## src/rtl/assert_macros.svh

```systemverilog
// Assertion macros used by the RTL module xcr_core.
// No dependencies; clock is clk and reset is rst in every user.
`ifndef ASSERT_MACROS_SVH
`define ASSERT_MACROS_SVH

// Same-cycle implication, checked outside reset.
`define ASSERT_IMPL(label, ante, cons, msg) \
  label: assert property (@(posedge clk) disable iff (rst) (ante) |-> (cons)) \
    else $error(msg);

// Next-cycle implication, checked outside reset.
`define ASSERT_NEXT(label, ante, cons, msg) \
  label: assert property (@(posedge clk) disable iff (rst) (ante) |=> (cons)) \
    else $error(msg);

`endif

```

## src/rtl/xcr_pkg.sv

```systemverilog
// Shared types and constants for the XMODEM checksum receiver.
// No dependencies; used by xcr_core and xmodem_checksum_receiver.
package xcr_pkg;

  localparam int BLOCK_BYTES_DEF = 128;

  localparam logic [23:0] NAK_INTERVAL_RST = 24'd2000000;

  // Protocol characters
  localparam logic [7:0] CH_SOH = 8'h01;
  localparam logic [7:0] CH_EOT = 8'h04;
  localparam logic [7:0] CH_ACK = 8'h06;
  localparam logic [7:0] CH_NAK = 8'h15;
  localparam logic [7:0] CH_CAN = 8'h18;

  // block number XOR its complement
  localparam logic [7:0] CMPL_MASK = 8'hFF;

  localparam logic [15:0] COUNT_MAX = 16'hFFFF;

  typedef enum logic [2:0] {
    PH_HEADER = 3'd0,
    PH_NUM    = 3'd1,
    PH_CMP    = 3'd2,
    PH_DATA   = 3'd3,
    PH_SUM    = 3'd4
  } phase_t;

  typedef enum logic [1:0] {
    SS_RUNNING   = 2'd0,
    SS_DONE      = 2'd1,
    SS_CANCELLED = 2'd2,
    SS_ERROR     = 2'd3
  } session_t;

  typedef enum logic [1:0] {
    BR_NONE   = 2'd0,
    BR_ACCEPT = 2'd1,
    BR_REJECT = 2'd2
  } blk_result_t;

  typedef struct packed {
    logic        send_valid;
    logic [7:0]  send_byte;
    logic        data_valid;
    logic [7:0]  data_byte;
    logic [6:0]  data_index;
    blk_result_t block_result;
    session_t    session;
    logic [15:0] blocks_taken;
  } xcr_result_t;

endpackage

```

## src/rtl/xcr_core.sv

```systemverilog
// Protocol state and per-item next-state logic of the XMODEM receiver.
// Depends on xcr_pkg and assert_macros.svh.
`include "assert_macros.svh"

module xcr_core #(
  parameter int BLOCK_BYTES = xcr_pkg::BLOCK_BYTES_DEF
) (
  input  logic                clk,
  input  logic                rst,
  input  logic                step,
  input  logic                mode,
  input  logic [7:0]          rx_byte,
  input  logic [23:0]         nak_interval,
  output xcr_pkg::xcr_result_t res
);
  import xcr_pkg::*;

  localparam int IDX_W = $clog2(BLOCK_BYTES);
  localparam logic [IDX_W-1:0] LAST_IDX = IDX_W'(BLOCK_BYTES - 1);

  phase_t           phase, phase_next;
  logic             has_started, has_started_next;
  logic [7:0]       expected_block, expected_block_next;
  logic [7:0]       running_sum, running_sum_next;
  logic [IDX_W-1:0] byte_index, byte_index_next;
  logic [23:0]      tick_count, tick_count_next;
  logic [23:0]      tick_inc;
  logic [15:0]      accepted_count, accepted_count_next;
  session_t         session_state, session_state_next;
  logic [IDX_W+6:0] idx_ext;
  logic             running, is_byte, sum_ok;

  assign running  = (session_state == SS_RUNNING);
  assign is_byte  = !mode;
  assign tick_inc = tick_count + 24'd1;
  assign sum_ok   = (running_sum == rx_byte);
  assign idx_ext  = {7'd0, byte_index};

  // Next phase
  always_comb begin
    phase_next = phase;
    if (running && is_byte) begin
      unique case (phase)
        PH_HEADER: if (rx_byte == CH_SOH) phase_next = PH_NUM;
        PH_NUM:    phase_next = (rx_byte == expected_block) ? PH_CMP : PH_HEADER;
        PH_CMP:    phase_next = ((rx_byte ^ expected_block) == CMPL_MASK) ? PH_DATA
                                                                         : PH_HEADER;
        PH_DATA:   if (byte_index == LAST_IDX) phase_next = PH_SUM;
        PH_SUM:    phase_next = PH_HEADER;
        default:   phase_next = PH_HEADER;
      endcase
    end
  end

  // Datapath and reply outputs
  always_comb begin
    has_started_next    = has_started;
    expected_block_next = expected_block;
    running_sum_next    = running_sum;
    byte_index_next     = byte_index;
    tick_count_next     = tick_count;
    accepted_count_next = accepted_count;
    session_state_next  = session_state;
    res.send_valid      = 1'b0;
    res.send_byte       = 8'd0;
    res.data_valid      = 1'b0;
    res.data_byte       = 8'd0;
    res.data_index      = 7'd0;
    res.block_result    = BR_NONE;
    if (running) begin
      if (!is_byte) begin
        // NAK pacing only until the first SOH
        if (phase == PH_HEADER && !has_started) begin
          if (tick_inc >= nak_interval) begin
            tick_count_next = 24'd0;
            res.send_valid  = 1'b1;
            res.send_byte   = CH_NAK;
          end else begin
            tick_count_next = tick_inc;
          end
        end
      end else begin
        tick_count_next = 24'd0;
        unique case (phase)
          PH_HEADER: begin
            if (rx_byte == CH_EOT) begin
              res.send_valid     = 1'b1;
              res.send_byte      = CH_ACK;
              session_state_next = SS_DONE;
            end else if (rx_byte == CH_CAN) begin
              session_state_next = SS_CANCELLED;
            end else if (rx_byte == CH_SOH) begin
              has_started_next = 1'b1;
            end else if (has_started) begin
              session_state_next = SS_ERROR;
            end
          end
          PH_NUM: begin
            if (rx_byte != expected_block) begin
              res.send_valid   = 1'b1;
              res.send_byte    = CH_NAK;
              res.block_result = BR_REJECT;
            end
          end
          PH_CMP: begin
            if ((rx_byte ^ expected_block) == CMPL_MASK) begin
              running_sum_next = 8'd0;
              byte_index_next  = '0;
            end else begin
              res.send_valid   = 1'b1;
              res.send_byte    = CH_NAK;
              res.block_result = BR_REJECT;
            end
          end
          PH_DATA: begin
            res.data_valid   = 1'b1;
            res.data_byte    = rx_byte;
            res.data_index   = idx_ext[6:0];
            running_sum_next = running_sum + rx_byte;
            byte_index_next  = (byte_index == LAST_IDX) ? '0 : byte_index + 1'b1;
          end
          default: begin
            res.send_valid = 1'b1;
            if (sum_ok) begin
              res.send_byte       = CH_ACK;
              res.block_result    = BR_ACCEPT;
              expected_block_next = expected_block + 8'd1;
              if (accepted_count != COUNT_MAX)
                accepted_count_next = accepted_count + 16'd1;
            end else begin
              res.send_byte    = CH_NAK;
              res.block_result = BR_REJECT;
            end
            running_sum_next = 8'd0;
          end
        endcase
      end
    end
    res.session      = session_state_next;
    res.blocks_taken = accepted_count_next;
  end

  always_ff @(posedge clk) begin
    if (rst) begin
      phase          <= PH_HEADER;
      has_started    <= 1'b0;
      expected_block <= 8'd1;
      running_sum    <= 8'd0;
      byte_index     <= '0;
      tick_count     <= 24'd0;
      accepted_count <= 16'd0;
      session_state  <= SS_RUNNING;
    end else if (step) begin
      phase          <= phase_next;
      has_started    <= has_started_next;
      expected_block <= expected_block_next;
      running_sum    <= running_sum_next;
      byte_index     <= byte_index_next;
      tick_count     <= tick_count_next;
      accepted_count <= accepted_count_next;
      session_state  <= session_state_next;
    end
  end

  `ASSERT_IMPL(a_data_in_block, step && res.data_valid, phase == PH_DATA, "payload outside block")
  `ASSERT_IMPL(a_idx_in_block, byte_index != '0, phase == PH_DATA, "byte index left set")
  `ASSERT_NEXT(a_session_sticky, session_state != SS_RUNNING, session_state == $past(session_state), "ended session changed")
  `ASSERT_NEXT(a_count_on_accept, step && res.block_result == BR_ACCEPT, accepted_count == $past(accepted_count) + 16'd1 || $past(accepted_count) == COUNT_MAX, "count missed accept")

endmodule

```

## src/rtl/xmodem_checksum_receiver.sv

```systemverilog
// Top level of the XMODEM receiver with the 8-bit additive checksum.
// Depends on xcr_pkg and xcr_core.
//
// Each input item is a received serial byte (s_tuser = 0) or an idle tick
// (s_tuser = 1). The block answers every item with exactly one result item
// carrying the reply byte to send (ACK/NAK), the payload byte passed through
// with its index, the block verdict, the session status and the count of
// accepted blocks. Payload bytes appear as they arrive; the consumer should
// hold them until block_result says accept. Before the first SOH, idle ticks
// pace NAK start requests every nak_interval ticks (cfg_wdata, written with
// cfg_we while idle). Throughput is one item per clock unless m_tready
// stalls; items pass the input register, then the result register, with
// the whole protocol step (byte compares, 8-bit checksum add, 24-bit
// interval compare) done combinationally in xcr_core. Back-pressure on
// m_tready stalls the input side only once both registers hold items.

module xmodem_checksum_receiver #(
  parameter int BLOCK_BYTES = xcr_pkg::BLOCK_BYTES_DEF
) (
  input  logic        clk,
  input  logic        rst,
  input  logic        cfg_we,
  input  logic [23:0] cfg_wdata,     // nak_interval
  input  logic        s_tvalid,
  output logic        s_tready,
  input  logic [7:0]  s_tdata,       // [7:0] rx_byte
  input  logic        s_tuser,       // [0] mode
  output logic        m_tvalid,
  input  logic        m_tready,
  // [0] send_valid, [8:1] send_byte, [9] data_valid, [17:10] data_byte,
  // [24:18] data_index, [26:25] block_result, [28:27] session,
  // [44:29] blocks_taken, [47:45] zero
  output logic [47:0] m_tdata
);
  import xcr_pkg::*;

  logic [23:0] nak_reg;
  logic        in_valid;
  logic        in_mode;
  logic [7:0]  in_byte;
  logic        advance;
  logic        step;
  xcr_result_t res;

  // output slot free or being drained this cycle
  assign advance  = !m_tvalid || m_tready;
  assign s_tready = !in_valid || advance;
  assign step     = in_valid && advance;

  always_ff @(posedge clk) begin
    if (rst) begin
      nak_reg <= NAK_INTERVAL_RST;
    end else if (cfg_we) begin
      nak_reg <= cfg_wdata;
    end
  end

  // input register
  always_ff @(posedge clk) begin
    if (rst) begin
      in_valid <= 1'b0;
    end else if (s_tvalid && s_tready) begin
      in_valid <= 1'b1;
    end else if (step) begin
      in_valid <= 1'b0;
    end
  end

  always_ff @(posedge clk) begin
    if (s_tvalid && s_tready) begin
      in_mode <= s_tuser;
      in_byte <= s_tdata;
    end
  end

  xcr_core #(
    .BLOCK_BYTES(BLOCK_BYTES)
  ) u_core (
    .clk          (clk),
    .rst          (rst),
    .step         (step),
    .mode         (in_mode),
    .rx_byte      (in_byte),
    .nak_interval (nak_reg),
    .res          (res)
  );

  // result register
  always_ff @(posedge clk) begin
    if (rst) begin
      m_tvalid <= 1'b0;
    end else if (step) begin
      m_tvalid <= 1'b1;
    end else if (m_tready) begin
      m_tvalid <= 1'b0;
    end
  end

  always_ff @(posedge clk) begin
    if (step) begin
      m_tdata <= {3'd0, res.blocks_taken, res.session, res.block_result,
                  res.data_index, res.data_byte, res.data_valid,
                  res.send_byte, res.send_valid};
    end
  end

endmodule
```

## config.mk

```make
export PLATFORM = sky130hd
export DESIGN_NAME = xmodem_checksum_receiver
export DESIGN_NICKNAME = d
export VERILOG_FILES = /design/src/rtl/xcr_pkg.sv /design/src/rtl/xcr_core.sv /design/src/rtl/xmodem_checksum_receiver.sv
export VERILOG_INCLUDE_DIRS = /design/src /design/src/rtl
export SDC_FILE = /design/constraint.sdc
export NUM_CORES = 1
export LEC_CHECK = 0
export BUFFER_PORTS_ARGS = -buffer_cell sky130_fd_sc_hd__clkbuf_2
export CORE_MARGIN = 3
export CORE_UTILIZATION = 54
export CTS_CLUSTER_DIAMETER = 30
export DETAILED_ROUTE_END_ITERATION = 7
export PLACE_DENSITY = 0.75
export REMOVE_ABC_BUFFERS = 1
export SETUP_SLACK_MARGIN = 0.02
export SYNTH_ARGS = -nofsm -noshare
export SYNTH_HDL_FRONTEND = slang
export SYNTH_HIERARCHICAL = 1
export SYNTH_SLANG_ARGS = --single-unit
```

## constraint.sdc

```tcl
create_clock -name clk -period 6.5 [get_ports clk]
set_input_delay 0.65 -clock clk [delete_from_list [all_inputs] [get_ports clk]]
set_output_delay 0.65 -clock clk [all_outputs]
set_load 0.02 [all_outputs]
```

==> flow_summary.ini, run 1 <==
[sta]
setup_viol = 0
fin_crit_ns = 4.539
max_slew_margin = 0.3399
max_freq_mhz = 220.3
finClkSkew_ns = 0.007978
min_period_over_period = 0.6983
maxSlewViolCount = 0
hold_viol = 0
tightest_slew_ns = 0.9873
rsz0062_at_grt = no
setup_tns_ns = 0

[clocking]
cts.sinks = 149
clk_pin_slew_ns = 0.06
ctsResizeCount = 0
ctsHoldBuffers = 0
h-tree-depth = 4
cts_tree = yes
post_cts_buffers = 0
clk_path_buf_depth = 2
cts-root-buf = clkbuf_16
numCtsBuffers = 17
clk_latency_ns = 0.42

[layout]
area_growth_pct = 12.84
seq_area_sq_mm = 0.003523
final_layout_size_suffix_gt1_frac = 0.1682
final_nets = 923
num-fill-cells = 1094
multi_input_area_sq_mm = 0.003746
diodes = 0
largest_register_ffs = 45
fin_area_sq_mm = 0.008596

[synth]
synth_cell_types = 65
synth_area_per_cell_sq_um = 9.766
ys.flop_type = dfxtp_1
synth.most_common_cell = dfxtp_1
syn-instance-count = 780
ys_seq_area_frac = 0.4625
syn_area_sq_mm = 0.007617
synthTopCellsByCount = dfxtp_1 (95), nor2_1 (94), nand2_1 (58)
synth.ff_latch_count = 149
yosys.area.top_type = dfxtp_1
ys_async_sr_fraction = 0
synth_edf_count = 54
yosys.area.top_type_share = 0.2497
yosysWarnings = 6
synth_top_cells_by_area = dfxtp_1 (25%), edfxtp_1 (21%), ha_1 (5.7%)

[global_route]
grt_antenna_before_repair = 0
overflow = 0
grt_pass1_vias = 5749
grt_util_all_layers = 0.2024
grt_pass1_wl_microns = 26450
grt_max_degree = 84

[pwr]
p_total_mw = 2.020
pwr-share-comb = 0.061
power_density_mw_per_mm2 = 235.0
power_switching_share = 0.2258
power_switching_mw = 0.4561
p_clk_frac = 0.440
vdd_drop_max_mv = 0.1725
seq_power_share = 0.499
p_int_mw = 1.564
p_leak_nw = 3.550

[worst_setup_path]
cp_cell_sequence = nand3_1 -> nor4_1 -> nand3_1 -> and2_1 -> or2_2 -> ha_1 -> nand4_1 -> nor2_1 -> nand3_1 -> a2111o_1 -> o21ai_0
crit_required_ns = 6.72
cp_top_family = simple AND/OR/NAND/NOR gates
crit_path_max_fanout = 25
cp_slowest_cell = nor4_1
end_kind = flop
crit_top_cell = nand3_1
crit_type = reg2reg
r2r_start = u_core/tick_count[4]
path_buf_inv = 0
arrival_ns = 4.76
start_kind = flop
rrSetupSlack_ns = 1.96
critPathLaunch = u_core/tick_count[4]
cpPeakStageDelay_ns = 0.80

[floorplan]
die_x_microns = 124.8
pin_count = 88
fp.dieH_microns = 124.8
initial_core_util = 0.5640
core_area_sq_mm = 0.01351
design.die.area_sq_mm = 0.01557
rows = 42

[route]
wirelength_microns = 15700
vias_per_cell = 5.742
wl_per_cell_microns = 15.13
vias = 5960
drt_iter0_markers = 488
ant_nets = 0
dr.pass1.iters = 6
drc = 0

[placement]
dp_hpwl_microns = 10860
routabilityCongestion = 0.9025
numPortBuffers = 84
place_area_sq_mm = 0.008053

[hold_path]
hold_path_class = in2reg
hp-start = s_tdata[2]

[flow_run]
cap_violations = 0

[status]
status = finished clean
path summary, 6_finish.rpt:
kind | cells after the start | endpoint
setup / recovery | 11 | m_tdata[0]
hold / removal | 1 | in_byte[2]
setup reg to reg | 11 | m_tdata[0]
hold reg to reg | 2 | m_tvalid
metrics by stage:
| stage | instances | setup WS (ns) | util | hold slack, ns |
|---|---|---|---|---|
| after floorplan | 744 | 2.475 | - | 0.4281 |
| after global placement | 1006 | 2.349 | 0.5963 | 0.4433 |
| after detailed placement | 1006 | 2.085 | 0.5963 | 0.4537 |
| after CTS | 1038 | 2.007 | 0.6365 | 0.3847 |
| after global routing | 1038 | 1.656 | 0.6365 | 0.3818 |
| final | 1038 | 1.961 | 0.6365 | 0.3994 |
layout make-up:
cell class / instances / share of cell area
Multi-Input combinational cell: 561 / 0.4358
Sequential cell: 149 / 0.4099
Clock buffer: 26 / 0.05808
Timing Repair Buffer: 86 / 0.05066
Tap cell: 176 / 0.02562
Inverter: 34 / 0.01485
Clock inverter: 6 / 0.005095
worst register-to-register path: cells and delay by family (launching register included):
family / cells / cell delay [ns]
simple gates: 8 / 2.85
fa+ha+maj: 1 / 0.30
compound gates: 2 / 0.79
flops: 1 / 0.40
metal layers:
layer  share of wire  vias to the layer above  GRT usage
met5               0                        -          0
met4           0.020                        0    0.07995
met3           0.058                       25    0.04503
met2            0.47                      195     0.3273
met1            0.45                     2845     0.2645
li1                -                     2895          -
placed cells by master (no fill, tap or decap), drive strengths merged, types with 15 or more instances in the layout:
cell type / count
a21oi: 35
and2: 27
and3: 15
clkbuf: 110
dfxtp: 95
edfxtp: 54
ha: 35
inv: 34
mux2i: 24
nand2: 58
nand3: 30
nand4: 21
nor2: 94
nor3: 19
xnor2: 36
xor2: 22
power by group through the flow:
stage	Sequential (mW)	Combinational, mW	Clock (mW)
global placement	1.03	0.120	0
global route	1.01	0.137	0.953
finish	1.01	0.124	0.888
detailed placement	1.03	0.124	0
CTS	1.01	0.124	0.907
floorplan	1.04	0.0575	0
kinds of logic (layout without fill, tap and decap cells):
logic type / after synthesis / in the layout / synth area share
other cells: 2 / 7 / 0.0009859
buf+inv: 75 / 152 / 0.04829
flops: 149 / 149 / 0.4625
mux: 27 / 27 / 0.03597
xor+xnor: 58 / 58 / 0.06669
simple gates: 321 / 321 / 0.2208
fa+ha+maj: 36 / 36 / 0.06012
compound gates: 112 / 112 / 0.1046
(Power assumes the default switching activity.)
==> run 2, diff against run 1 <==
--- a/config.mk
+++ b/config.mk
@@ -8,10 +8,10 @@
 export LEC_CHECK = 0
 export BUFFER_PORTS_ARGS = -buffer_cell sky130_fd_sc_hd__clkbuf_2
 export CORE_MARGIN = 3
-export CORE_UTILIZATION = 54
+export CORE_UTILIZATION = 53
 export CTS_CLUSTER_DIAMETER = 30
 export DETAILED_ROUTE_END_ITERATION = 7
-export PLACE_DENSITY = 0.75
+export PLACE_DENSITY = 0.76
 export REMOVE_ABC_BUFFERS = 1
 export SETUP_SLACK_MARGIN = 0.02
 export SYNTH_ARGS = -nofsm -noshare
==> constraint.sdc (replaced) <==
create_clock -name clk -period 4 [get_ports clk]
set_input_delay 0.4 -clock clk [delete_from_list [all_inputs] [get_ports clk]]
set_output_delay 0.4 -clock clk [all_outputs]
set_load 0.02 [all_outputs]
==> run 2 against run 1 <==
Effect of this change: non-clock buffer count up 5; sequential share of layout area down 0.20 points; utilization decreased by 1.9 points; register-to-register slack lost 1.5 ns; critical path depth up 2; worst hold slack lost 0.24 ns; critical path type unchanged; highest routed layer unchanged.
==> flow_summary.ini, run 2 (synthesis gave the netlist of run 1 again) <==
[status]
status = finished clean

[clocking]
clk_path_buf_depth = 2
h-tree-depth = 4
cts_tree = yes
post_cts_buffers = 0
clk_pin_slew_ns = 0.06
cts-root-buf = clkbuf_16
numCtsBuffers = 17
clk_latency_ns = 0.42
cts.sinks = 149

[sta]
maxSlewViolCount = 0
setup_tns_ns = 0
max_slew_margin = 0.3912
tightest_slew_ns = 0.9099
max_freq_mhz = 282.3
fin_crit_ns = 3.543
hold_viol = 0
min_period_over_period = 0.8856
setup_viol = 0
rsz0062_at_grt = no
timing.final.ws_setup_ns = 0.4574
finClkSkew_ns = 0.01129

[route]
vias = 5782
ant_nets = 0
dr.pass1.iters = 6
wirelength_microns = 14960
drc = 0
wl_per_cell_microns = 14.29
drt_iter0_markers = 540
vias_per_cell = 5.522

[global_route]
grt_pass1_wl_microns = 25400
grt_pass1_vias = 5300
overflow = 0
grt_util_all_layers = 0.1933
grt_antenna_before_repair = 0
grt_max_degree = 83

[placement]
routabilityCongestion = 0.8546
dpl_worst_slack_ns = 0.3915
numPortBuffers = 84
dp_hpwl_microns = 10310
place_area_sq_mm = 0.008095

[floorplan]
rows = 43
design.die.area_sq_mm = 0.01585
fp.dieH_microns = 125.9
die_x_microns = 125.9
initial_core_util = 0.5445
pin_count = 88
core_area_sq_mm = 0.01399

[layout]
final_common_cell = dfxtp_1
layout_common_cells = dfxtp_1 (95), nor2_1 (94), clkbuf_2 (84)
num-fill-cells = 1184
seq_area_sq_mm = 0.003523
area_growth_pct = 13.40
fin_area_sq_mm = 0.008638
largest_register_ffs = 45
final_nets = 928
final_util = 0.6175
final_layout_size_suffix_gt1_frac = 0.1742
diodes = 0
multi_input_area_sq_mm = 0.003752

[hold_path]
hold_path_class = in2reg
hp-start = s_tdata[6]
hold_end = in_byte[6]
holdPathStages = 1

[worst_setup_path]
rrSetupSlack_ns = 0.46
arrival_ns = 3.77
timing.rr.end = m_tdata[3]
reg2reg_depth = 13
start_kind = flop
crit_path_max_fanout = 6
end_kind = flop
crit_required_ns = 4.23
crit_type = reg2reg
r2r_start = u_core/tick_count[0]

[flow_run]
cap_violations = 0

[pwr]
vdd_drop_max_mv = 0.2621
p_leak_nw = 3.575
power_density_mw_per_mm2 = 380.9
==> run 2: changes by cell type in the layout (fill, tap and decap cells not counted) <==
| cell | change |
|---|---|
| nor4_2 | +1 |
| buf_4 | +5 |
| clkinv_4 | -1 |
| clkbuf_1 | -1 |
| nor4_1 | -1 |
| clkinv_1 | +1 |
| clkbuf_8 | -3 |
| inv_4 | -1 |
| bufinv_16 | +1 |
| clkinv_2 | +4 |
==> run 2: how the worst max path moves through the flow <==
stage	start	endpoint	slack [ns]	cells after the start
floorplan	m_tready	u_core/expected_block[6]	0.23	7
global placement	u_core/tick_count[0]	m_tdata[0]	0.53	13
detailed placement	u_core/tick_count[0]	m_tdata[0]	0.39	13
CTS	u_core/tick_count[0]	m_tdata[3]	0.36	13
global route	u_core/tick_count[0]	u_core/tick_count[16]	0.16	14
finish	u_core/tick_count[0]	m_tdata[3]	0.46	13
==> run 2: layout make-up <==
class	instances	share of cell area
repair buffers	91	0.05475
clock buffers	22	0.05258
flip-flops and latches	149	0.4079
inverters	34	0.01477
clock inverters	10	0.009560
multi-input cells	561	0.4344
well taps	180	0.02607
==> run 2: what timing repair did <==
item                                   4_1_cts  5_1_grt
endpoints found under the hold margin        0        0
gates resized for setup                      0        1
setup endpoints to repair                    0        2
hold buffers                                 0        0
==> run 2: per-stage QoR <==
stage	std cells	hold slack (ns)	total power [mW]
after floorplan	744	0.4281	1.783
after global routing	1047	0.1402	3.407
final	1047	0.1592	3.290
after CTS	1047	0.1389	3.325
after global placement	1015	0.4532	1.868
after detailed placement	1015	0.4520	1.872
==> run 2: critical path, cell delays in order, from the launching register on <==
cell and delay (ns):
dfxtp_1 0.42, ha_1 0.21, nand3_1 0.20, nor4_2 0.35, nand2_1 0.16, o21a_1 0.22
or2_2 0.29, ha_1 0.29, nand4_1 0.17, nor3_1 0.24, a22oi_1 0.10, and3b_1 0.21
a2111o_1 0.38, o21ai_0 0.12
==> run 2: report_power, final <==
part | internal, mW | switching [mW] | total [mW] | leakage [nW]
clock network | 0.864 | 0.589 | 1.45 | 0.261
logic | 0.0700 | 0.132 | 0.202 | 2.04
registers | 1.61 | 0.0240 | 1.64 | 1.28
total | 2.55 | 0.744 | 3.29 | 3.58
==> run 2: routing by layer <==
layer  wire, microns  track usage
met5               0            0
met4             274      0.06877
met3             766      0.04029
met2            6683       0.2955
met1            7241       0.2737
==> run 3, diff against run 2 <==
--- a/config.mk
+++ b/config.mk
@@ -7,11 +7,13 @@
 export NUM_CORES = 1
 export LEC_CHECK = 0
 export BUFFER_PORTS_ARGS = -buffer_cell sky130_fd_sc_hd__clkbuf_2
+export CELL_PAD_IN_SITES_DETAIL_PLACEMENT = 0
+export CELL_PAD_IN_SITES_GLOBAL_PLACEMENT = 2
 export CORE_MARGIN = 3
-export CORE_UTILIZATION = 53
+export CORE_UTILIZATION = 34
 export CTS_CLUSTER_DIAMETER = 30
 export DETAILED_ROUTE_END_ITERATION = 7
-export PLACE_DENSITY = 0.76
+export PLACE_DENSITY_LB_ADDON = 0.1
 export REMOVE_ABC_BUFFERS = 1
 export SETUP_SLACK_MARGIN = 0.02
 export SYNTH_ARGS = -nofsm -noshare
==> run 3 against run 2 <==
Effect of this change: first-iteration DRC count fell by 51%; routed wire length rose by 21%; global-route usage down 4.3 points; die area grew 53%; final cell count is 9.7% higher; critical path type unchanged; largest cell class unchanged; highest routed layer unchanged.
==> flow_summary.ini, run 3 (synthesis gave the netlist of run 1 again) <==
[placement]
dp_hpwl_microns = 12520
numPortBuffers = 84
routabilityCongestion = 0.7860

[route]
vias_per_cell = 5.026
wl_per_cell_microns = 15.71
wirelength_microns = 18050
dr.pass1.iters = 4
drt_iter0_markers = 264
drc = 0
vias = 5775
ant_nets = 0

[floorplan]
die_x_microns = 155.7
pin_count = 88
rows = 54
core_area_sq_mm = 0.02189
design.die.area_sq_mm = 0.02424
fp.dieH_microns = 155.7
initial_core_util = 0.3480

[hold_path]
hold_path_class = in2reg
holdPathStages = 1

[clocking]
cts-root-buf = clkbuf_16
ctsHoldBuffers = 0
cts.sinks = 149
clk_pin_slew_ns = 0.06
h-tree-depth = 4
numCtsBuffers = 17
clk_path_buf_depth = 2
cts_tree = yes
clk_latency_ns = 0.42

[sta]
min_period_over_period = 0.9214
maxSlewViolCount = 0
max_slew_margin = 0.4025
setup_viol = 0
hold_viol = 0
setup_tns_ns = 0
fin_crit_ns = 3.686
rsz0062_at_grt = no
tightest_slew_ns = 0.8963
finClkSkew_ns = 0.01085
max_freq_mhz = 271.3

[pwr]
p_total_mw = 3.361
power_density_mw_per_mm2 = 382.3
vdd_drop_max_mv = 0.2552
p_leak_nw = 3.585

[worst_setup_path]
timing.rr.end = m_tdata[0]
end_kind = flop
endpoint = m_tdata[0]
start_kind = flop
crit_required_ns = 4.24
arrival_ns = 3.92
crit_type = reg2reg
rrSetupSlack_ns = 0.31
crit_path_max_fanout = 6
reg2reg_depth = 13
r2r_start = u_core/tick_count[0]
critPathLaunch = u_core/tick_count[0]

[global_route]
grt_pass1_vias = 5737
overflow = 0
grt_pass1_wl_microns = 29390
grt_util_all_layers = 0.1508
grt_max_degree = 71
grt_antenna_before_repair = 0

[layout]
num-fill-cells = 2194
diodes = 0
area_growth_pct = 15.41
largest_register_ffs = 45
final_util = 0.4016
layout_common_cells = dfxtp_1 (95), nor2_1 (94), clkbuf_2 (84)
final_nets = 930
final_layout_size_suffix_gt1_frac = 0.1818
final_common_cell = dfxtp_1

[status]
status = finished clean

[flow_run]
cap_violations = 0
-- run 3: changes by cell type in the layout (fill, tap and decap cells not counted) --
cell / before / now
clkbuf_1: 4 / 0
inv_6: 0 / 4
clkinv_2: 5 / 2
buf_4: 7 / 9
clkinv_4: 1 / 3
clkinvlp_4: 2 / 4
inv_8: 0 / 2
bufinv_16: 1 / 0
clkbuf_8: 1 / 0
clkinv_1: 2 / 1
-- run 3: timing repair --
action,4_1_cts,5_1_grt
buffers inserted,0,0
endpoints found under the setup margin,0,28
resized for setup,0,1
endpoints found under the hold margin,0,0
-- run 3: critical path, cell delays in order, from the launching register on --
cell      delay [ns]
dfxtp_1         0.41
ha_1            0.21
nand3_1         0.24
nor4_2          0.43
nand2_1         0.17
o21a_1          0.23
or2_2           0.30
ha_1            0.29
nand4_1         0.17
nor3_1          0.22
a22oi_1         0.09
and3b_1         0.20
a2111o_1        0.40
o21ai_0         0.12
-- run 3: how the worst min path moves through the flow --
stage | to | slack (ns) | start
3_5_place_dp | m_tvalid | 0.46 | in_valid
6_report | in_byte[6] | 0.15 | s_tdata[6]
3_3_place_gp | m_tvalid | 0.45 | in_valid
5_1_grt | in_byte[7] | 0.13 | s_tdata[7]
4_1_cts | in_byte[4] | 0.13 | s_tdata[4]
2_1_floorplan | m_tvalid | 0.43 | in_valid
-- run 3: area by class of cell --
class                      count  area (sq um)  share of cell area
clock buffer                  17         425.4             0.04839
clock inverter                15         123.9             0.01409
inverter                      34         127.6             0.01452
multi-input combinational    561          3752              0.4268
sequential                   149          3523              0.4008
tap                          280         350.3             0.03985
timing repair buffer          93         488.0             0.05551
-- run 3: per-layer routing --
layer  GRT usage  routed length, microns  vias to the layer above
li1            -                       -                     2913
met1      0.2033                    8693                     2752
met2      0.2439                    8507                      100
met3     0.03412                     650                       10
met4     0.04377                     196                        0
met5           0                       0                        -
-- run 3: metrics by stage --
step,hold WS (ns),cells,area (sq um),setup slack (ns)
finish,0.1523,1149,8791,0.3143
global route,0.1333,1149,8791,0.03720
CTS,0.1331,1149,8785,0.1268
detailed placement,0.4598,1117,8235,0.1459
global placement,0.4454,1117,8235,0.3596
floorplan,0.4281,744,7396,0.2252
-- run 3: where the power goes --
group | leakage, nW | total, mW | internal, mW | switching (mW)
clock network | 0.260 | 1.52 | 0.810 | 0.706
logic | 2.05 | 0.209 | 0.0707 | 0.138
registers | 1.28 | 1.64 | 1.61 | 0.0259
total | 3.59 | 3.36 | 2.49 | 0.870
